### config.mk
export PLATFORM = sky130hd
export DESIGN_NAME = bounded_ordered_list_store
export DESIGN_NICKNAME = d
export VERILOG_FILES = /design/src/design/bolst_pkg.sv /design/src/design/bolst_cell.sv /design/src/design/bolst_free_pool.sv /design/src/design/bolst_store.sv
export SDC_FILE = /design/constraint.sdc
export NUM_CORES = 1
export LEC_CHECK = 0
export BUFFER_PORTS_ARGS = -buffer_cell sky130_fd_sc_hd__buf_2
export CORE_ASPECT_RATIO = 1.25
export CORE_MARGIN = 5
export CORE_UTILIZATION = 65
export CTS_BUF_LIST = sky130_fd_sc_hd__clkbuf_4 sky130_fd_sc_hd__clkbuf_8
export DETAILED_ROUTE_END_ITERATION = 8
export GPL_TIMING_DRIVEN = 0
export PLACE_DENSITY_LB_ADDON = 0.25
export SLEW_MARGIN = 20
export SYNTH_ARGS = -nofsm -noshare
export SYNTH_HDL_FRONTEND = slang
export SYNTH_SLANG_ARGS = --single-unit
### constraint.sdc
create_clock -name clock -period 14 [get_ports clock]
set_clock_uncertainty 0.2 [all_clocks]
set_input_delay 0.7 -clock clock [delete_from_list [all_inputs] [get_ports clock]]
set_output_delay 0.7 -clock clock [all_outputs]
set_load 0.01 [all_outputs]
### src/design/bolst_pkg.sv
// Shared types and codes for the bounded ordered list store.
// Holds the transfer payload structs, operation codes and cell and pool controls.
// No dependencies.
`timescale 1ns / 1ps
`default_nettype none

package bolst_pkg;

   localparam int ENTRIES_DEFAULT = 16;

   localparam logic [2:0] OP_ADD    = 3'd0;
   localparam logic [2:0] OP_GET    = 3'd1;
   localparam logic [2:0] OP_SEARCH = 3'd2;
   localparam logic [2:0] OP_REMOVE = 3'd3;
   localparam logic [2:0] OP_CLEAR  = 3'd4;

   typedef struct packed {
      logic [2:0]         op;
      logic signed [31:0] value;
      logic [3:0]         position;
   } req_type;

   typedef struct packed {
      logic               ok;
      logic signed [31:0] value_out;
      logic [3:0]         slot;
      logic [4:0]         removed_count;
      logic               overwrote;
   } rsp_type;

   typedef struct packed {
      logic shift;
      logic load;
   } cell_ctrl_type;

   typedef struct packed {
      logic clear;
      logic scan;
      logic release_slot;
   } pool_ctrl_type;

endpackage

`default_nettype wire

### src/design/bolst_cell.sv
// One list cell: holds the value and slot number of one list position.
// Takes its neighbor's content on a shift, or the load data when selected.
// Depends on bolst_pkg.
`timescale 1ns / 1ps
`default_nettype none

module bolst_cell #(
   parameter int ENTRIES = bolst_pkg::ENTRIES_DEFAULT,
   parameter int INDEX   = 0
) (
   input  wire logic                          clock,
   input  wire bolst_pkg::cell_ctrl_type      ctrl,
   input  wire logic [$clog2(ENTRIES)-1:0]    ins_idx,
   input  wire logic signed [31:0]            load_value,
   input  wire logic [$clog2(ENTRIES)-1:0]    load_slot,
   input  wire logic signed [31:0]            next_value,
   input  wire logic [$clog2(ENTRIES)-1:0]    next_slot,
   output logic signed [31:0]                 value,
   output logic [$clog2(ENTRIES)-1:0]         slot
);
   import bolst_pkg::*;

   localparam int SLOT_W = $clog2(ENTRIES);

   logic signed [31:0] value_ff;
   logic [SLOT_W-1:0]  slot_ff;
   logic               sel;

   assign sel = ctrl.load && (ins_idx == SLOT_W'(INDEX));

   always_ff @(posedge clock) begin
      if (sel) begin
         value_ff <= load_value;
         slot_ff  <= load_slot;
      end else if (ctrl.shift) begin
         value_ff <= next_value;
         slot_ff  <= next_slot;
      end
   end

   assign value = value_ff;
   assign slot  = slot_ff;

endmodule

`default_nettype wire

### src/design/bolst_free_pool.sv
// Free-slot marks of the store and the scan for the lowest free slot.
// Scans one slot per cycle; a hit takes the slot, a release frees one.
// Depends on bolst_pkg.
`timescale 1ns / 1ps
`default_nettype none

module bolst_free_pool #(
   parameter int ENTRIES = bolst_pkg::ENTRIES_DEFAULT
) (
   input  wire logic                          clock,
   input  wire logic                          reset,
   input  wire bolst_pkg::pool_ctrl_type      ctrl,
   input  wire logic [$clog2(ENTRIES)-1:0]    release_idx,
   output logic                               hit,
   output logic [$clog2(ENTRIES)-1:0]         hit_slot
);
   import bolst_pkg::*;

   localparam int SLOT_W = $clog2(ENTRIES);

   logic [ENTRIES-1:0] free_ff;
   logic [SLOT_W-1:0]  scan_idx_ff;

   assign hit      = ctrl.scan && free_ff[scan_idx_ff];
   assign hit_slot = scan_idx_ff;

   always_ff @(posedge clock) begin
      if (reset || ctrl.clear) begin
         free_ff     <= '1;
         scan_idx_ff <= '0;
      end else begin
         if (ctrl.release_slot) begin
            free_ff[release_idx] <= 1'b1;
         end
         if (hit) begin
            free_ff[scan_idx_ff] <= 1'b0;
         end
         if (ctrl.scan && !hit) begin
            scan_idx_ff <= scan_idx_ff + SLOT_W'(1);
         end else begin
            scan_idx_ff <= '0;
         end
      end
   end

endmodule

`default_nettype wire

### src/design/bolst_store.sv
// Bounded ordered list store top level: controller, chain of list cells, free pool.
// Depends on bolst_pkg, bolst_cell and bolst_free_pool.
// Add: scans the pool from slot 0 up to the lowest free slot; when full, overwrites the oldest entry.
// Get, search, remove: rotate the list through the head cell, one entry per step.
// Clear and other ops go straight to the finish state. One item at a time; result register frees input.
// Reset: synchronous; empties the list and marks every slot free.
`timescale 1ns / 1ps
`default_nettype none

module bounded_ordered_list_store #(
   parameter int ENTRIES = bolst_pkg::ENTRIES_DEFAULT
) (
   input  wire logic               clock,
   input  wire logic               reset,
   input  wire logic               req_valid,
   output logic                    req_stall,
   input  wire bolst_pkg::req_type req_data,
   output logic                    rsp_valid,
   input  wire logic               rsp_stall,
   output bolst_pkg::rsp_type      rsp_data
);
   import bolst_pkg::*;

   localparam int SLOT_W = $clog2(ENTRIES);
   localparam int CNT_W  = $clog2(ENTRIES + 1);
   localparam int CMP_W  = SLOT_W + 4;

   typedef enum logic [2:0] {
      ST_IDLE,
      ST_SCAN,
      ST_OVER,
      ST_ROTATE,
      ST_FINISH
   } state_type;

   state_type         state_ff;
   req_type           req_ff;
   rsp_type           res_ff;
   rsp_type           rsp_data_ff;
   logic              rsp_valid_ff;
   logic [CNT_W-1:0]  count_ff;
   logic [SLOT_W-1:0] step_ff;
   logic [CNT_W-1:0]  rm_ff;
   logic [CNT_W-1:0]  rm_in;

   cell_ctrl_type      cell_ctrl;
   logic [SLOT_W-1:0]  ins_idx;
   logic signed [31:0] load_value;
   logic [SLOT_W-1:0]  load_slot;
   logic signed [31:0] cell_value [ENTRIES];
   logic [SLOT_W-1:0]  cell_slot [ENTRIES];

   pool_ctrl_type     pool_ctrl;
   logic              pool_hit;
   logic [SLOT_W-1:0] pool_hit_slot;

   logic head_match;
   logic drop;
   logic last_step;
   logic req_xfer;

   assign req_stall = (state_ff != ST_IDLE);
   assign req_xfer  = req_valid && !req_stall;
   assign rsp_valid = rsp_valid_ff;
   assign rsp_data  = rsp_data_ff;

   assign head_match = (cell_value[0] == req_ff.value);
   assign drop       = (req_ff.op == OP_REMOVE) && head_match;
   assign last_step  = (CNT_W'(step_ff) == count_ff - CNT_W'(1));
   assign rm_in      = rm_ff + CNT_W'(drop);

   always_comb begin
      cell_ctrl  = '0;
      ins_idx    = '0;
      load_value = req_ff.value;
      load_slot  = pool_hit_slot;
      unique case (state_ff)
         ST_SCAN: begin
            cell_ctrl.load = pool_hit;
            ins_idx        = SLOT_W'(count_ff);
         end
         ST_OVER: begin
            cell_ctrl.shift = 1'b1;
            cell_ctrl.load  = 1'b1;
            ins_idx         = SLOT_W'(ENTRIES - 1);
            load_slot       = cell_slot[0];
         end
         ST_ROTATE: begin
            cell_ctrl.shift = 1'b1;
            cell_ctrl.load  = !drop;
            ins_idx         = SLOT_W'(count_ff - CNT_W'(1) - rm_ff);
            load_value      = cell_value[0];
            load_slot       = cell_slot[0];
         end
         default: begin
            cell_ctrl = '0;
         end
      endcase
   end

   always_comb begin
      pool_ctrl.clear        = req_xfer && (req_data.op == OP_CLEAR);
      pool_ctrl.scan         = (state_ff == ST_SCAN);
      pool_ctrl.release_slot = (state_ff == ST_ROTATE) && drop;
   end

   for (genvar k = 0; k < ENTRIES; k++) begin : g_cell
      logic signed [31:0] nb_value;
      logic [SLOT_W-1:0]  nb_slot;
      if (k == ENTRIES - 1) begin : g_last
         assign nb_value = load_value;
         assign nb_slot  = load_slot;
      end else begin : g_mid
         assign nb_value = cell_value[k + 1];
         assign nb_slot  = cell_slot[k + 1];
      end
      bolst_cell #(
         .ENTRIES (ENTRIES),
         .INDEX   (k)
      ) u_cell (
         .clock      (clock),
         .ctrl       (cell_ctrl),
         .ins_idx    (ins_idx),
         .load_value (load_value),
         .load_slot  (load_slot),
         .next_value (nb_value),
         .next_slot  (nb_slot),
         .value      (cell_value[k]),
         .slot       (cell_slot[k])
      );
   end

   bolst_free_pool #(
      .ENTRIES (ENTRIES)
   ) u_pool (
      .clock       (clock),
      .reset       (reset),
      .ctrl        (pool_ctrl),
      .release_idx (cell_slot[0]),
      .hit         (pool_hit),
      .hit_slot    (pool_hit_slot)
   );

   always_ff @(posedge clock) begin
      if (reset) begin
         state_ff     <= ST_IDLE;
         count_ff     <= '0;
         rsp_valid_ff <= 1'b0;
      end else begin
         if (rsp_valid_ff && !rsp_stall && (state_ff != ST_FINISH)) begin
            rsp_valid_ff <= 1'b0;
         end
         unique case (state_ff)
            ST_IDLE: begin
               if (req_valid) begin
                  req_ff  <= req_data;
                  res_ff  <= '0;
                  step_ff <= '0;
                  rm_ff   <= '0;
                  unique case (req_data.op) inside
                     OP_ADD: begin
                        state_ff <= (count_ff == CNT_W'(ENTRIES)) ? ST_OVER : ST_SCAN;
                     end
                     OP_GET, OP_SEARCH, OP_REMOVE: begin
                        state_ff <= (count_ff == '0) ? ST_FINISH : ST_ROTATE;
                     end
                     OP_CLEAR: begin
                        count_ff <= '0;
                        state_ff <= ST_FINISH;
                     end
                     default: begin
                        state_ff <= ST_FINISH;
                     end
                  endcase
               end
            end
            ST_SCAN: begin
               if (pool_hit) begin
                  count_ff    <= count_ff + CNT_W'(1);
                  res_ff.ok   <= 1'b1;
                  res_ff.slot <= 4'(pool_hit_slot);
                  state_ff    <= ST_FINISH;
               end
            end
            ST_OVER: begin
               res_ff.ok        <= 1'b1;
               res_ff.slot      <= 4'(cell_slot[0]);
               res_ff.overwrote <= 1'b1;
               state_ff         <= ST_FINISH;
            end
            ST_ROTATE: begin
               if ((req_ff.op == OP_GET) &&
                   (CMP_W'(step_ff) == CMP_W'(req_ff.position))) begin
                  res_ff.ok        <= 1'b1;
                  res_ff.value_out <= cell_value[0];
               end
               if ((req_ff.op == OP_SEARCH) && head_match && !res_ff.ok) begin
                  res_ff.ok   <= 1'b1;
                  res_ff.slot <= 4'(cell_slot[0]);
               end
               rm_ff                <= rm_in;
               res_ff.removed_count <= 5'(rm_in);
               step_ff              <= step_ff + SLOT_W'(1);
               if (last_step) begin
                  count_ff <= count_ff - rm_in;
                  state_ff <= ST_FINISH;
               end
            end
            ST_FINISH: begin
               if (!rsp_valid_ff || !rsp_stall) begin
                  rsp_data_ff  <= res_ff;
                  rsp_valid_ff <= 1'b1;
                  state_ff     <= ST_IDLE;
               end
            end
            default: begin
               state_ff <= ST_IDLE;
            end
         endcase
      end
   end

`ifndef ASSERT_OFF
   a_scan_has_room: assert property (@(posedge clock) disable iff (reset)
      (state_ff == ST_SCAN) |-> (count_ff < CNT_W'(ENTRIES)))
      else $error("free slot scan started on a full pool");

   a_clear_empties: assert property (@(posedge clock) disable iff (reset)
      (req_xfer && (req_data.op == OP_CLEAR)) |=> (count_ff == '0))
      else $error("clear left entries in the list");

   a_rm_bounded: assert property (@(posedge clock) disable iff (reset)
      (state_ff == ST_ROTATE) |-> (rm_ff <= CNT_W'(step_ff)))
      else $error("more entries removed than visited");

   a_add_grows: assert property (@(posedge clock) disable iff (reset)
      ((state_ff == ST_SCAN) && pool_hit) |=> (count_ff == $past(count_ff) + CNT_W'(1)))
      else $error("add did not grow the list");
`endif

endmodule

`default_nettype wire

==> results of run 1 <==
==> metal layers <==
layer | up-vias | track usage | share of wire | wire [um]
li1 | 8776 | - | - | -
met1 | 9901 | 0.344 | 0.39 | 27900
met2 | 966 | 0.452 | 0.50 | 36400
met3 | 147 | 0.0458 | 0.080 | 5760
met4 | 0 | 0.104 | 0.032 | 2310
met5 | - | 0 | 0 | 0
==> cells by family after synthesis <==
| logic type | count (synthesis) | share of synthesized area |
|---|---|---|
| xor+xnor | 55 | 0.0155 |
| flops | 734 | 0.681 |
| buf+inv | 188 | 0.0273 |
| mux | 261 | 0.118 |
| compound gates | 717 | 0.121 |
| fa+ha+maj | 18 | 0.00752 |
| simple gates | 177 | 0.0296 |
==> cells in the final DEF, fill, tap and decap left out, drive strengths merged, types with 4 or more instances in the layout <==
| master | instances |
|---|---|
| edfxtp | 705 |
| a21oi | 348 |
| o21ai | 317 |
| clkbuf | 255 |
| mux2 | 253 |
| buf | 139 |
| inv | 56 |
| clkinv | 41 |
| and2 | 40 |
| dlygate4sd3 | 38 |
| nor2 | 36 |
| dfxtp | 29 |
| nand2 | 29 |
| xnor2 | 27 |
| xor2 | 27 |
| ha | 16 |
| nand3 | 15 |
| a211oi | 15 |
| nor3 | 11 |
| nor4 | 9 |
| nand4 | 8 |
| nand2b | 7 |
| a2111oi | 6 |
| mux4 | 5 |
| or4 | 4 |
| a21o | 4 |
| nor2b | 4 |
| and3 | 4 |
| a311oi | 4 |
| a21boi | 4 |
==> final cells by class <==
class	instances	share of cell area
diodes	1	0.0000687
clock inverters	47	0.00766
clock buffers	148	0.0492
repair buffers	149	0.0370
multi-input cells	1228	0.263
inverters	53	0.00546
flip-flops and latches	734	0.597
plain buffers	135	0.0186
well taps	644	0.0221
==> worst min path at each step <==
stage,end,slack [ps],depth (start not counted)
final,req_ff[38]$_DFFE_PP_,70,1
after global routing,req_ff[38]$_DFFE_PP_,70,1
after CTS,req_ff[38]$_DFFE_PP_,20,1
after detailed placement,rsp_data[24]$_DFFE_PP_,200,0
after global placement,rsp_data[26]$_DFFE_PP_,200,0
after floorplan,rsp_data[0]$_DFFE_PP_,200,0
==> per-stage QoR <==
stage / instance area, um^2 / total power, uW / utilization
detailed placement: 33900 / 2560 / 0.699
global placement: 33200 / 2550 / 0.684
CTS: 36400 / 4210 / 0.750
global route: 36400 / 4330 / 0.750
finish: 36400 / 4190 / 0.750
floorplan: 32000 / 2510 / -
==> sequential cells by signal, summed over array words and instances (netlist names) <==
register	count
g_cell.u_cell.value	512
count_ff	5
req_ff	39
rsp_valid	1
g_cell.u_cell.slot	64
step_ff	4
u_pool.free_ff	16
u_pool.hit_slot	4
res_ff	43
rsp_data	43
state_ff	3
==> worst max-delay path, stage by stage (launching register included) <==
cell	delay (ps)
dfxtp_1	500
inv_1	190
ha_1	410
fa_1	510
a21bo_2	240
a21oi_2	690
and3_1	260
nand3_1	530
a21bo_1	430
clkbuf_1	560
nand3_1	540
clkbuf_1	330
o21ai_0	260
==> power by group through the flow <==
stage / Sequential [uW] / Combinational (uW) / Clock (uW)
2_1_floorplan: 2460 / 47.4 / 0
3_3_place_gp: 2460 / 90.4 / 0
3_5_place_dp: 2460 / 100 / 0
4_1_cts: 2410 / 109 / 1690
5_1_grt: 2410 / 119 / 1800
6_report: 2410 / 113 / 1670
==> run metrics, run 1 <==
gr ovfl total=0; count of final max-slew check failures=0; Routed Antenna Nets=0; setup bufs post-CTS=0; Slew @ Worst Pin=between 1000 and 1500 ps; area grow syn2layout=13.9%; CTS buffer count=about 110; Syn. warnings=0; Final min period=about 5900 ps; syn_nets=roughly 2200; CTS tree=yes; Most used DFF post-synth=edfxtp_1; hold buffer count at cts=38; FFs w/ async S/R, synth=0; clock sinks=734; EDFF count, synth=between 700 and 800; critical path class=reg2reg; htree depth=3; multi-input logic area=between 0.009 and 0.01 mm^2; Pre-antenna DRT Iters=5; final cell count without fillers=3139; Worst VDD drop=between 80 and 90 uV; count leader, synth=edfxtp_1; Setup-failing EPs final=0; initial antenna violation count=1; switch share=0.216; final hold slack=73.0 ps; first-pass GRT wire length=about 110 mm; filler instances=2781; overall global routing resource usage=0.265; largest net degree at the start of global routing=30; period utilization=0.419; synth cell count leaders=705 x edfxtp_1, 347 x a21oi_1, 316 x o21ai_0, 210 x mux2_4, 105 x clkbuf_1; Die Y-Extent=about 260 um; latest clock arrival within the worst-skew pair=~740 ps; DP Cell Count=2903; Synth Instances=around 2200; Static Leakage=roughly 0.012 uW; Synth Register Bits=between 700 and 800; PwrDens=approximately 120 mW/mm^2; worst reg-to-reg setup slack=slightly above 8000 ps; Seq/Total Area, Yosys=0.681; Initial Util=0.659; Layout Nets=around 2500; Fmax achieved=0.171 GHz; outcome=completed; Clock Power Share=0.398; CTS-repair resized insts=0; Synth area leaders=edfxtp_1 66%, mux2_4 9.9%, a21oi_1 5.4%; internal cell power=about 3300 uW; num rows=90; RD Place Congestion=between 0.8 and 0.9; drc violations=0; CP Capture Type=flip-flop; worst relative slew slack=0.201; io pins=a little under 90; Net Sw Power=just over 900 uW; Synth Area per Inst=~15 um^2; DR WL/cell=between 20 and 25 um; die area=~0.054 mm^2; Port Buffers=87; share of layout cells above drive strength 1=0.242; reg2reg start=count_ff[0]$_SDFFE_PP0P_; Worst-path clk slew=around 70 ps; WL final=between 70 and 80 mm; crit start category=flip-flop; CP Max Fanout=10; dpl ws=8250 ps; setup TNS=0 ps; post-DP HPWL=52.1 mm; RSZ-0062 raised after global routing=false; CTS root buf=clkbuf_8; Hold Crit Class=in2reg; hold_sp=req_data[38]; FF-to-FF End=g_cell[10].u_cell.value[26]$_DFFE_PP_; CP Data Arrival Time=6190 ps; clock buffer depth=3; Flop pwr share=0.575; leading area contributor after synthesis=edfxtp_1; Setup WS post-layout=8140 ps; critical path capture point=g_cell[10].u_cell.value[26]$_DFFE_PP_; Core Area=between 0.04 and 0.05 mm^2; Max-Cap Viols=0; Reg2Reg Depth=12; Worst Path Required=14320 ps; Die Wd=208 um; vias per cell=about 6.3; Vias=a little under 20000; Hold Vio Cnt, Final=0; top-area cell type share of the netlist area=0.662; initial DRC count=around 2000; combinational fraction of design power=0.027; crit path from=count_ff[0]$_SDFFE_PP0P_; area occupied by registers=between 0.02 and 0.025 mm^2; synthesized cell area=around 0.032 mm^2; vias in the first global route=between 20000 and 25000; Unique masters post-synth=63
Power figures use the tool's default switching activity.
==> inputs of run 2 (changes only) <==
Clock period 14 ns to 5.7 ns, I/O delays scaled along.
==> run metrics, run 2 (synthesized netlist as in run 1, its figures left out) <==
RD Place Congestion=around 0.87; share of layout cells above drive strength 1=0.243; Pre-antenna DRT Iters=5; setup TNS=0 ps; CP Data Arrival Time=5810 ps; CP Max Fanout=10; internal cell power=a little over 8000 uW; placed cell areas=0.0339 mm^2; fin util=0.751; outcome=completed; Worst-path clk slew=70 ps; first-pass GRT wire length=roughly 110 mm; htree depth=3; multi-input logic area=around 0.0096 mm^2; Static Leakage=about 0.012 uW; DR WL/cell=around 23 um; Max-Cap Viols=0; gr ovfl total=0; RSZ-0062 raised after global routing=false; clock sinks=between 700 and 800; Fmax achieved=about 0.18 GHz; Setup-failing EPs final=0; PwrDens=~280 mW/mm^2; combinational fraction of design power=0.027; Worst Path Required=slightly below 6000 ps; Worst VDD drop=roughly 210 uV; vias in the first global route=slightly above 20000; fin area=around 0.036 mm^2; Slew @ Worst Pin=1210 ps; Layout Nets=between 2000 and 2500; Initial Util=0.659; CTS buffer count=108; io pins=88; final cell count without fillers=3143; commonest non-fill, non-tap cells in the layout=705 x edfxtp_1, 343 x a21oi_1, 300 x o21ai_0; worst relative slew slack=0.192; filler instances=between 2000 and 3000; Net Sw Power=roughly 2200 uW; critical path class=reg2reg; most common cell after layout, fill and taps aside=edfxtp_1; Port Buffers=87; Largest register FFs=just over 500; die area=around 0.054 mm^2; clock buffer depth=3; drc violations=0; switch share=0.216; period utilization=0.984; CTS tree=yes; CP Capture Type=flip-flop; initial antenna violation count=1; largest net degree at the start of global routing=30; total power=approximately 10000 uW; Die Wd=about 210 um; overall global routing resource usage=0.265; Routed Antenna Nets=0; Reg2Reg Depth=12; area grow syn2layout=14.1%; latest clock arrival within the worst-skew pair=roughly 740 ps; Flop pwr share=0.575; post-DP HPWL=roughly 52 mm; WL final=72.2 mm; Vias=between 15000 and 20000; Clock Power Share=0.398; num rows=90; DP Cell Count=approximately 2900; CTS root buf=clkbuf_8; count of final max-slew check failures=0; area occupied by registers=0.0218 mm^2; Hold Vio Cnt, Final=0; initial DRC count=~2000; Die Y-Extent=about 260 um; Final min period=between 5000 and 6000 ps; vias per cell=between 6 and 7; Core Area=0.0485 mm^2; hold depth=2; crit start category=flip-flop; Hold Crit Class=in2reg
[run 2: critical path, stage by stage (launching register included)]
cell      delay (ps)
dfxtp_1          510
inv_1            190
ha_1             410
fa_1             510
a21bo_2          260
a21oi_4          480
and3_1           240
nand3_1          540
a21boi_1         400
buf_2            320
nor2_1           590
clkbuf_1         460
a21oi_1          150
[run 2: final timing paths]
check,start,slack (ps),end
max,count_ff[0]$_SDFFE_PP0P_,90,g_cell[2].u_cell.value[23]$_DFFE_PP_
min,req_data[18],80,req_ff[18]$_DFFE_PP_
max reg2reg,count_ff[0]$_SDFFE_PP0P_,90,g_cell[2].u_cell.value[23]$_DFFE_PP_
min reg2reg,res_ff[32]$_SDFFCE_PN0P_,210,rsp_data[32]$_DFFE_PP_
[run 2: power groups by stage]
| stage | clock, uW | combinational [uW] | sequential [uW] |
|---|---|---|---|
| 6_report | 4100 | 281 | 5930 |
| 5_1_grt | 4410 | 296 | 5930 |
| 4_1_cts | 4140 | 271 | 5930 |
| 3_5_place_dp | 0 | 247 | 6040 |
| 3_3_place_gp | 0 | 222 | 6040 |
| 2_1_floorplan | 0 | 116 | 6040 |
[run 2: layout make-up]
| type | instances | area share |
|---|---|---|
| clock inverters | 47 | 0.00765 |
| well taps | 644 | 0.0221 |
| diodes | 1 | 0.0000686 |
| flip-flops and latches | 734 | 0.596 |
| clock buffers | 148 | 0.0492 |
| repair buffers | 153 | 0.0381 |
| plain buffers | 135 | 0.0186 |
| inverters | 53 | 0.00545 |
| multi-input cells | 1228 | 0.263 |
[run 2: routing by layer]
layer | GRT usage | share of wire | up-vias
li1 | - | - | 8792
met1 | 0.344 | 0.39 | 9921
met2 | 0.450 | 0.50 | 952
met3 | 0.0459 | 0.079 | 152
met4 | 0.104 | 0.032 | 0
met5 | 0 | 0 | -
[run 2: through the flow]
step	setup slack, ps	hold slack, ps
after floorplan	-85.6	184
after global placement	-2270	200
after detailed placement	-46.7	205
after CTS	138	15.8
after global routing	3.08	69.9
final	93.2	80.5
[run 2: repair_timing]
item                                   4_1_cts  5_1_grt
hold buffers                                42        0
setup endpoints to repair                   15       29
endpoints found under the hold margin       60        0
gates resized for setup                      1        3
buffers inserted                             0        0
